**config.mk**
```make
export PLATFORM = sky130hd
export DESIGN_NAME = epve_lane
export DESIGN_NICKNAME = d
export VERILOG_FILES = /design/src/rtl/epve_pkg.sv /design/src/rtl/epve_scale.sv /design/src/rtl/epve_lane.sv
export SDC_FILE = /design/constraint.sdc
export NUM_CORES = 2
export LEC_CHECK = 0
export CAP_MARGIN = 20
export CORE_MARGIN = 8
export CORE_UTILIZATION = 60
export DETAILED_ROUTE_END_ITERATION = 10
export DONT_BUFFER_PORTS = 1
export PLACE_DENSITY = 0.79
export SLEW_MARGIN = 5
export SYNTH_ARGS = -nofsm -noshare
export SYNTH_HDL_FRONTEND = slang
export SYNTH_SLANG_ARGS = --single-unit
```
**constraint.sdc**
```tcl
create_clock -name i_clk -period 8 [get_ports i_clk]
set_input_delay 1.6 -clock i_clk [delete_from_list [all_inputs] [get_ports i_clk]]
set_output_delay 1.6 -clock i_clk [all_outputs]
set_load 0.1 [all_outputs]
```
**src/rtl/epve_pkg.sv**
```systemverilog
// Shared constants, types and helper functions of the encoder velocity estimator.
package epve_pkg;

    localparam int FRACTION_BITS = 16;

    localparam int EST_W  = 48;
    localparam int CNT_W  = 32;
    localparam int US_W   = 16;
    localparam int CFG_W  = 32;
    localparam int DT_W   = 29;
    localparam int KDT_W  = DT_W + CFG_W;
    localparam int MAG_W  = 64;
    localparam int PROD_W = 2 * MAG_W;
    localparam int ERR_W  = EST_W + 1;
    localparam int SH_W   = 7;
    localparam int DIG_W  = 16;
    localparam int DIGITS = MAG_W / DIG_W;

    localparam logic [SH_W-1:0] SH_DT   = SH_W'(32);
    localparam logic [SH_W-1:0] SH_GAIN = SH_W'(48 - FRACTION_BITS);
    localparam logic [SH_W-1:0] SH_OUT  = SH_W'(FRACTION_BITS + 16);

    localparam logic signed [MAG_W-1:0] EST_MAX = (MAG_W'(64'sd1) <<< (EST_W - 1)) - 1;
    localparam logic signed [MAG_W-1:0] EST_MIN = -EST_MAX - 1;

    typedef struct packed {
        logic                    load;
        logic signed [CNT_W-1:0] count;
        logic [DT_W-1:0]         dt;
        logic [KDT_W-1:0]        kdt_p;
        logic [KDT_W-1:0]        kdt_i;
        logic [CFG_W-1:0]        rad;
        logic [CFG_W-1:0]        mm;
    } t_lane_cmd;

    typedef struct packed {
        logic signed [EST_W-1:0] rad;
        logic signed [EST_W-1:0] mm;
    } t_lane_res;

    function automatic logic signed [EST_W-1:0] sat_est(input logic signed [MAG_W-1:0] x);
        logic signed [MAG_W-1:0] y;
        y = x;
        if (x > EST_MAX) y = EST_MAX;
        if (x < EST_MIN) y = EST_MIN;
        return y[EST_W-1:0];
    endfunction

    function automatic logic [MAG_W-1:0] mag(input logic signed [MAG_W-1:0] x);
        logic signed [MAG_W-1:0] n;
        n = -x;
        return x[MAG_W-1] ? $unsigned(n) : $unsigned(x);
    endfunction

endpackage

```
**src/rtl/epve_scale.sv**
```systemverilog
// Digit-serial product with round-half-away, shift and 48-bit saturation.
module epve_scale import epve_pkg::*; (
    input  logic                    i_clk,
    input  logic                    i_rst_n,
    input  logic                    i_start,
    input  logic                    i_neg,
    input  logic [MAG_W-1:0]        i_ma,
    input  logic [MAG_W-1:0]        i_mb,
    input  logic [SH_W-1:0]         i_sh,
    output logic                    o_done,
    output logic signed [EST_W-1:0] o_res
);

    localparam logic [1:0] P_IDLE = 2'd0;
    localparam logic [1:0] P_MUL  = 2'd1;
    localparam logic [1:0] P_RND  = 2'd2;
    localparam logic [1:0] P_SAT  = 2'd3;
    localparam int CNT_B = $clog2(DIGITS);

    logic [1:0]             r_ph;
    logic [CNT_B-1:0]       r_cnt;
    logic [MAG_W-1:0]       r_a;
    logic [MAG_W-1:0]       r_b;
    logic [PROD_W-1:0]      r_acc;
    logic                   r_neg;
    logic [SH_W-1:0]        r_sh;
    logic                   r_done;
    logic signed [EST_W-1:0] r_res;

    logic [MAG_W+DIG_W-1:0] w_pp;
    logic [PROD_W-1:0]      w_q;
    logic [PROD_W-1:0]      w_lim;
    logic [EST_W-1:0]       w_qs;

    assign w_pp  = r_a * r_b[MAG_W-1 -: DIG_W];
    assign w_q   = r_acc >> r_sh;
    assign w_lim = r_neg ? (PROD_W'(1) << (EST_W - 1)) : ((PROD_W'(1) << (EST_W - 1)) - 1);
    assign w_qs  = (w_q > w_lim) ? w_lim[EST_W-1:0] : w_q[EST_W-1:0];

    always_ff @(posedge i_clk) begin
        if (!i_rst_n) begin
            r_ph   <= P_IDLE;
            r_done <= 1'b0;
            r_cnt  <= '0;
        end else begin
            r_done <= 1'b0;
            case (r_ph)
                P_IDLE: begin
                    if (i_start) begin
                        r_a   <= i_ma;
                        r_b   <= i_mb;
                        r_neg <= i_neg;
                        r_sh  <= i_sh;
                        r_acc <= '0;
                        r_cnt <= '0;
                        r_ph  <= P_MUL;
                    end
                end
                P_MUL: begin
                    // most significant digit first
                    r_acc <= (r_acc << DIG_W) + PROD_W'(w_pp);
                    r_b   <= r_b << DIG_W;
                    r_cnt <= r_cnt + 1'b1;
                    if (r_cnt == CNT_B'(DIGITS - 1)) r_ph <= P_RND;
                end
                P_RND: begin
                    r_acc <= r_acc + (PROD_W'(1) << (r_sh - 1'b1));
                    r_ph  <= P_SAT;
                end
                P_SAT: begin
                    r_res  <= r_neg ? -$signed(w_qs) : $signed(w_qs);
                    r_done <= 1'b1;
                    r_ph   <= P_IDLE;
                end
                default: r_ph <= P_IDLE;
            endcase
        end
    end

    assign o_done = r_done;
    assign o_res  = r_res;

endmodule

```
**src/rtl/epve_lane.sv**
```systemverilog
// One tracking-loop lane: position and velocity estimates plus speed scaling.
module epve_lane import epve_pkg::*; (
    input  logic      i_clk,
    input  logic      i_rst_n,
    input  logic      i_start,
    input  t_lane_cmd i_cmd,
    output logic      o_done,
    output t_lane_res o_res
);

    localparam logic [3:0] L_IDLE = 4'd0;
    localparam logic [3:0] L_DTS  = 4'd1;
    localparam logic [3:0] L_DTW  = 4'd2;
    localparam logic [3:0] L_ERR  = 4'd3;
    localparam logic [3:0] L_KPS  = 4'd4;
    localparam logic [3:0] L_KPW  = 4'd5;
    localparam logic [3:0] L_KIS  = 4'd6;
    localparam logic [3:0] L_KIW  = 4'd7;
    localparam logic [3:0] L_SNAP = 4'd8;
    localparam logic [3:0] L_RS   = 4'd9;
    localparam logic [3:0] L_RW   = 4'd10;
    localparam logic [3:0] L_MS   = 4'd11;
    localparam logic [3:0] L_MW   = 4'd12;

    logic [3:0]              r_state;
    t_lane_cmd               r_cmd;
    logic signed [EST_W-1:0] r_pos;
    logic signed [EST_W-1:0] r_vel;
    logic signed [ERR_W-1:0] r_err;
    logic                    r_done;
    t_lane_res               r_res;

    logic                    w_start;
    logic                    w_neg;
    logic [MAG_W-1:0]        w_ma;
    logic [MAG_W-1:0]        w_mb;
    logic [SH_W-1:0]         w_sh;
    logic                    w_mdone;
    logic signed [EST_W-1:0] w_mres;
    logic [MAG_W-1:0]        w_mv;
    logic signed [EST_W-1:0] w_fl;

    always_comb begin
        w_start = 1'b0;
        w_neg   = 1'b0;
        w_ma    = '0;
        w_mb    = '0;
        w_sh    = SH_DT;
        case (r_state)
            L_DTS: begin
                w_start = 1'b1;
                w_neg   = r_vel[EST_W-1];
                w_ma    = mag(MAG_W'(r_vel));
                w_mb    = MAG_W'(r_cmd.dt);
                w_sh    = SH_DT;
            end
            L_KPS, L_KIS: begin
                w_start = 1'b1;
                w_neg   = r_err[ERR_W-1];
                w_ma    = mag(MAG_W'(r_err));
                w_mb    = (r_state == L_KPS) ? MAG_W'(r_cmd.kdt_p) : MAG_W'(r_cmd.kdt_i);
                w_sh    = SH_GAIN;
            end
            L_RS, L_MS: begin
                w_start = 1'b1;
                w_neg   = r_vel[EST_W-1];
                w_ma    = mag(MAG_W'(r_vel));
                w_mb    = (r_state == L_RS) ? MAG_W'(r_cmd.rad) : MAG_W'(r_cmd.mm);
                w_sh    = SH_OUT;
            end
            default: ;
        endcase
    end

    epve_scale u_scale (
        .i_clk   (i_clk),
        .i_rst_n (i_rst_n),
        .i_start (w_start),
        .i_neg   (w_neg),
        .i_ma    (w_ma),
        .i_mb    (w_mb),
        .i_sh    (w_sh),
        .o_done  (w_mdone),
        .o_res   (w_mres)
    );

    assign w_mv = mag(MAG_W'(r_vel));
    assign w_fl = r_pos >>> FRACTION_BITS;

    always_ff @(posedge i_clk) begin
        if (!i_rst_n) begin
            r_state <= L_IDLE;
            r_pos   <= '0;
            r_vel   <= '0;
            r_done  <= 1'b0;
        end else begin
            r_done <= 1'b0;
            case (r_state)
                L_IDLE: begin
                    if (i_start) begin
                        r_cmd <= i_cmd;
                        if (i_cmd.load) begin
                            r_pos  <= sat_est(MAG_W'(i_cmd.count) <<< FRACTION_BITS);
                            r_done <= 1'b1;
                        end else begin
                            r_state <= L_DTS;
                        end
                    end
                end
                L_DTS: r_state <= L_DTW;
                L_DTW: begin
                    if (w_mdone) begin
                        r_pos   <= sat_est(MAG_W'(r_pos) + MAG_W'(w_mres));
                        r_state <= L_ERR;
                    end
                end
                L_ERR: begin
                    // count minus floor of the estimate
                    r_err   <= ERR_W'(r_cmd.count) - ERR_W'(w_fl);
                    r_state <= L_KPS;
                end
                L_KPS: r_state <= L_KPW;
                L_KPW: begin
                    if (w_mdone) begin
                        r_pos   <= sat_est(MAG_W'(r_pos) + MAG_W'(w_mres));
                        r_state <= L_KIS;
                    end
                end
                L_KIS: r_state <= L_KIW;
                L_KIW: begin
                    if (w_mdone) begin
                        r_vel   <= sat_est(MAG_W'(r_vel) + MAG_W'(w_mres));
                        r_state <= L_SNAP;
                    end
                end
                L_SNAP: begin
                    // snap to zero below half of ki*dt
                    if (w_mv < (MAG_W'(1) << (12 + FRACTION_BITS)) &&
                        (w_mv << (49 - FRACTION_BITS)) < MAG_W'(r_cmd.kdt_i))
                        r_vel <= '0;
                    r_state <= L_RS;
                end
                L_RS: r_state <= L_RW;
                L_RW: begin
                    if (w_mdone) begin
                        r_res.rad <= w_mres;
                        r_state   <= L_MS;
                    end
                end
                L_MS: r_state <= L_MW;
                L_MW: begin
                    if (w_mdone) begin
                        r_res.mm <= w_mres;
                        r_done   <= 1'b1;
                        r_state  <= L_IDLE;
                    end
                end
                default: r_state <= L_IDLE;
            endcase
        end
    end

    assign o_done = r_done;
    assign o_res  = r_res;

endmodule

```
# Word-level counts from Yosys, hierarchy flattened
# Cells that the tools add are included.
[totals] elab_cells=139 n_memories=0 rom_bits=0 latchBits=0 regBits=787 inputBits=251 mem_bits_rw=0 output_inout_bits=97
[classes] n_mul=1 div=0 mux=46 n_lt_le_gt_ge=9 n_reduce_logical=25 shifts=0 n_bitwise=0 addsub=9 n_eq_ne=28
[op_table] cell="$mux W48" count=14
[op_table] cell="$pmux W128 S3" count=1
[op_table] cell="$pmux W64 S2" count=2
[op_table] cell="$mux W64" count=3
[op_table] cell="$pmux W48 S2" count=2
[op_table] cell="$pmux W61 S3" count=1
[op_table] cell="$add A128 B32 Y128 const B" count=1
[op_table] cell="$add A128 B80 Y128" count=1
[op_table] cell="$gt A96 B128 Y1" count=1
[op_table] cell="$mux W128" count=1
[op_table] cell="$add A48 B48 Y49" count=2
[op_table] cell="$gt A49 B48 Y1 const B" count=2
[op_table] cell="$lt A49 B48 Y1 const B" count=2
[op_table] cell="$mul A64 B16 Y80" count=1
[op_table] cell="$lt A64 B29 Y1 const B" count=1
[op_table] cell="$lt A64 B61 Y1" count=1
[op_table] cell="$neg A33 Y64" count=1
[op_table] cell="$neg A48 Y64" count=1
[op_table] cell="$mux W61" count=1
[op_table] cell="$pmux W4 S13" count=1
[op_table] cell="$gt A48 B48 Y1 const B" count=1
[op_table] cell="$lt A48 B48 Y1 const B" count=1
[op_table] cell="$neg A48 Y48" count=1
[op_table] cell="$sub A32 B32 Y33" count=1
[op_table] cell="28 further kinds" count=74

# Depth between registers and ports, before layout
[logic_depth] ltp_word=6 ltp_mapped=29

# Cells and area by module
# A second synthesis with hierarchy kept.
[hier_totals] hier_cells=10892 area_unflattened_um2=99103.8
[modules_own_cells] module="epve_scale" n_inst=1 cells_each=8311 area_each_um2=72467.0 seq_area_each_um2=9469.1
[modules_own_cells] module="epve_lane" n_inst=1 cells_each=2581 area_each_um2=26636.8 seq_area_each_um2=13312.8

# Worst setup path before layout
# No wires, ideal clock.
[synth_timing] path_kind="in2reg" from="input port i_rst_n" to="register r_cmd[0] (netlist name), enable pin" cell_stages=2 path_slack_ps=-110 arrival_time_ps=7476 path_buffers=1 t_required_ps=7366 cell_sequence="clkbuf_1 -> and4_1"
[synth_via] elab_chain_len=1
[synth_lines] item="start: declaration" line="epve_lane.sv:4" source="input logic i_rst_n,"
[synth_lines] item="$reduce_and A3 Y1 (no source line)"
[synth_lines] item="end signal: assignment" line="epve_lane.sv:101" source="r_cmd <= i_cmd;"
[synth_lines] item="end: declaration" line="epve_lane.sv:26" source="t_lane_cmd r_cmd;"
# No other way between the ends.
# A chain may end at the register's enable or synchronous reset.

# Worst setup path after layout
[layout_timing] from="register u_scale.r_a[16]" to="register u_scale.r_acc[89], data pin"
[layout_via] elab_chain_len=3
[layout_lines] item="start: declaration" line="epve_scale.sv:22" source="logic [MAG_W-1:0] r_a;"
[layout_lines] item="start signal: assignment" line="epve_scale.sv:50" source="r_a <= i_ma;"
[layout_lines] item="$mul A64 B16 Y80" line="epve_scale.sv:35" source="assign w_pp = r_a * r_b[MAG_W-1 -: DIG_W];"
[layout_lines] item="$add A128 B80 Y128" line="epve_scale.sv:61" source="r_acc <= (r_acc << DIG_W) + PROD_W'(w_pp);"
[layout_lines] item="$pmux W128 S3" line="epve_scale.sv:47" source="case (r_ph)"
[layout_lines] item="end signal: assignment" line="epve_scale.sv:61"
[layout_lines] item="end signal: assignment" line="epve_scale.sv:67" source="r_acc <= r_acc + (PROD_W'(1) << (r_sh - 1'b1));"
[layout_lines] item="end: declaration" line="epve_scale.sv:24" source="logic [PROD_W-1:0] r_acc;"
# No other way between the ends.

==> impl_metrics.py <==
metrics = {
    "status": {
        "outcome": "finished, final reports clean",
    },
    "layout": {
        "layout-drive-gt1-share_pct": 5.47,
        "fin_area_mm2": 0.0836,
        "final_nets": 9636,
        "mostFrequentLayoutCell": "inv_1",
        "fillCellCount": 10100,
        "utilization_pct": 64.6,
        "area_delta_synth_final_pct": 7.20,
        "final_cell_mix": "inv_1, nand2_1, fa_1",
    },
    "detailed_routing": {
        "drt-vias-per-instance": 6.24,
        "num_vias": 61900,
        "wirelength_um": 240000,
        "drc_errors": 0,
        "postRouteAntennaNets": 0,
        "wl_per_cell_um": 24.3,
        "drt_first_pass_iters": 9,
        "drt_iter0_drc": 7347,
    },
    "synthesis": {
        "yosys_warnings": 0,
        "synthCells": 8215,
        "synth_edf_count": 681,
        "ys_ff_latch": 787,
        "avgSynthCellArea_um2": 9.49,
        "netlist_area_mm2": 0.0780,
        "synthArstFlopShare_pct": 0,
        "ys_types": 87,
        "ys_seq_area_share_pct": 29.0,
        "yosys_most_used_dff": "edfxtp_1",
    },
    "global_routing": {
        "grt_pass1_wl_um": 371000,
        "gr-total-overflow": 0,
        "grt_usage_pct": 33.6,
        "grt_max_degree": 94,
        "antenna_found_initial": 46,
        "first_global_vias": 62300,
    },
    "cts": {
        "cts-root-buf": "clkbuf_16",
        "clock_sinks": 787,
        "ctsHoldBuffers": 0,
        "clk_pin_slew_worst_paths_ns": 0.07,
        "clk_latency_ns": 0.72,
        "cts_made_buffers": 82,
        "tritoncts": "built",
        "clockBufferDepth": 3,
        "htree_levels": 3,
    },
    "critical_path": {
        "cp_top_family": "adder cells",
        "cp_slowest_cell": "edfxtp_1",
        "cp-start-kind": "register",
        "crit_buf_inv": 6,
        "rrSetupSlack_ns": 0.21,
        "cp_slowest_stage_delay_ns": 0.68,
        "crit_top_cell": "fa_1",
        "cp.required_ns": 8.42,
        "crit_type": "reg -> reg",
        "critPathMaxFanout": 23,
        "cp.arrival_ns": 8.21,
        "worstSetupEndpointType": "register",
    },
    "die": {
        "io_pins": 348,
        "dieHeight_um": 376,
        "dieArea_mm2": 0.142,
        "core_area_mm2": 0.129,
        "std_cell_rows": 132,
        "start_util_pct": 60.3,
        "fp.dieW_um": 376,
    },
    "timing": {
        "setup_viol": 0,
        "slew_viol_final": 0,
        "fmax_ghz": 0.128,
        "tightest_slew_ns": 1.11,
        "period_needed_ns": 7.79,
        "fin_crit_sh_pct": 97.4,
        "fin_skew_ns": 0.0727,
        "slew_headroom_pct": 26.2,
        "hold_viol": 0,
        "grt_setup_unrepaired": "true",
    },
    "placed_design": {
        "place_congestion": 0.997,
        "placed_cell_area_mm2": 0.0803,
        "hpwlAfterDp_um": 185000,
        "io_buffers": 0,
    },
    "hold_path": {
        "hold_class": "reg -> reg",
    },
    "flow_run": {
        "drv_cap": 0,
    },
}
-- worst reg2reg max path: cells and delay by family, from the launching register on --
kind / cells / cell delay (ns)
compound gates: 7 / 1.45
flops: 1 / 0.68
fa+ha+maj: 7 / 3.63
simple gates: 4 / 0.67
xor+xnor: 1 / 0.22
buf+inv: 6 / 0.85
-- metal layers --
metal | up-vias | track usage (%) | routed length [um]
met5 | - | 0 | 159
met4 | 22 | 13.7 | 11400
met3 | 685 | 9.18 | 30200
met2 | 3891 | 51.9 | 108000
met1 | 30300 | 45.3 | 90600
li1 | 26900 | - | -
-- layout make-up --
| type | count | area (um^2) | share of cell area, % |
|---|---|---|---|
| diodes | 29 | 72.6 | 0.0868 |
| clock buffers | 94 | 2140 | 2.56 |
| clock inverters | 60 | 729 | 0.873 |
| inverters | 1331 | 5000 | 5.98 |
| multi-input cells | 5657 | 48900 | 58.5 |
| flip-flops and latches | 787 | 22600 | 27.0 |
| well taps | 1742 | 2180 | 2.61 |
| repair buffers | 211 | 2020 | 2.42 |
-- stage by stage --
step	setup TNS (ns)	hold WS [ns]	instances	setup slack, ns
after global placement	0	0.486	9705	0.186
after CTS	0	0.506	9859	0.101
after global routing	-0.161	0.531	9903	-0.0317
final	0	0.503	9911	0.208
after floorplan	0	0.477	8230	0.619
after detailed placement	0	0.498	9705	0.142
-- state kept, by name, indices dropped and copies added, names as in the netlist, 2 cells and up --
signal	flops
r_vel	48
r_state	4
u_scale.r_cnt	2
u_scale.r_ph	2
u_scale.o_res	48
u_scale.r_acc	128
r_err	33
u_scale.r_a	64
u_scale.r_b	64
o_res	96
r_pos	48
r_cmd	247
-- logic make-up after synthesis --
| logic type | Yosys count | synth area share (%) |
|---|---|---|
| compound gates | 1445 | 12.1 |
| xor+xnor | 398 | 4.47 |
| fa+ha+maj | 1315 | 30.1 |
| buf+inv | 1786 | 8.69 |
| flops | 787 | 29.0 |
| mux | 50 | 0.677 |
| other cells | 1 | 0.00481 |
| simple gates | 2433 | 15.0 |
-- final timing paths --
kind                                                start                     endpoint  cells after the start
worst max register to register  u_scale.r_a[16]$_DFFE_PP_  u_scale.r_acc[89]$_DFFE_PP_                     25
worst min-delay path               r_pos[15]$_SDFFE_PN0P_       r_pos[15]$_SDFFE_PN0P_                      2
worst min register to register     r_pos[15]$_SDFFE_PN0P_       r_pos[15]$_SDFFE_PN0P_                      2
worst max-delay path            u_scale.r_a[16]$_DFFE_PP_  u_scale.r_acc[89]$_DFFE_PP_                     25
-- cells in the mapped netlist (all sizes together), types with 167 or more instances --
cell	instances	area share, %
ha	382	6.1
inv	1331	6.4
a21oi	323	2.1
fa	933	24
o21ai	374	2.4
xnor2	231	2.6
edfxtp	681	26
nand2	1035	5.0
nor2	301	1.5
and2	395	3.2
clkbuf	427	2.1
xor2	167	1.9
-- what timing repair did --
item                                    in CTS  in global routing
setup buffers                                0                 23
endpoints found under the setup margin       0                 47
resized for setup                            0                 13
Power is left out: the tool's default activity adds up to more than one toggle a clock period on the data nets, which glitch-free logic cannot reach.
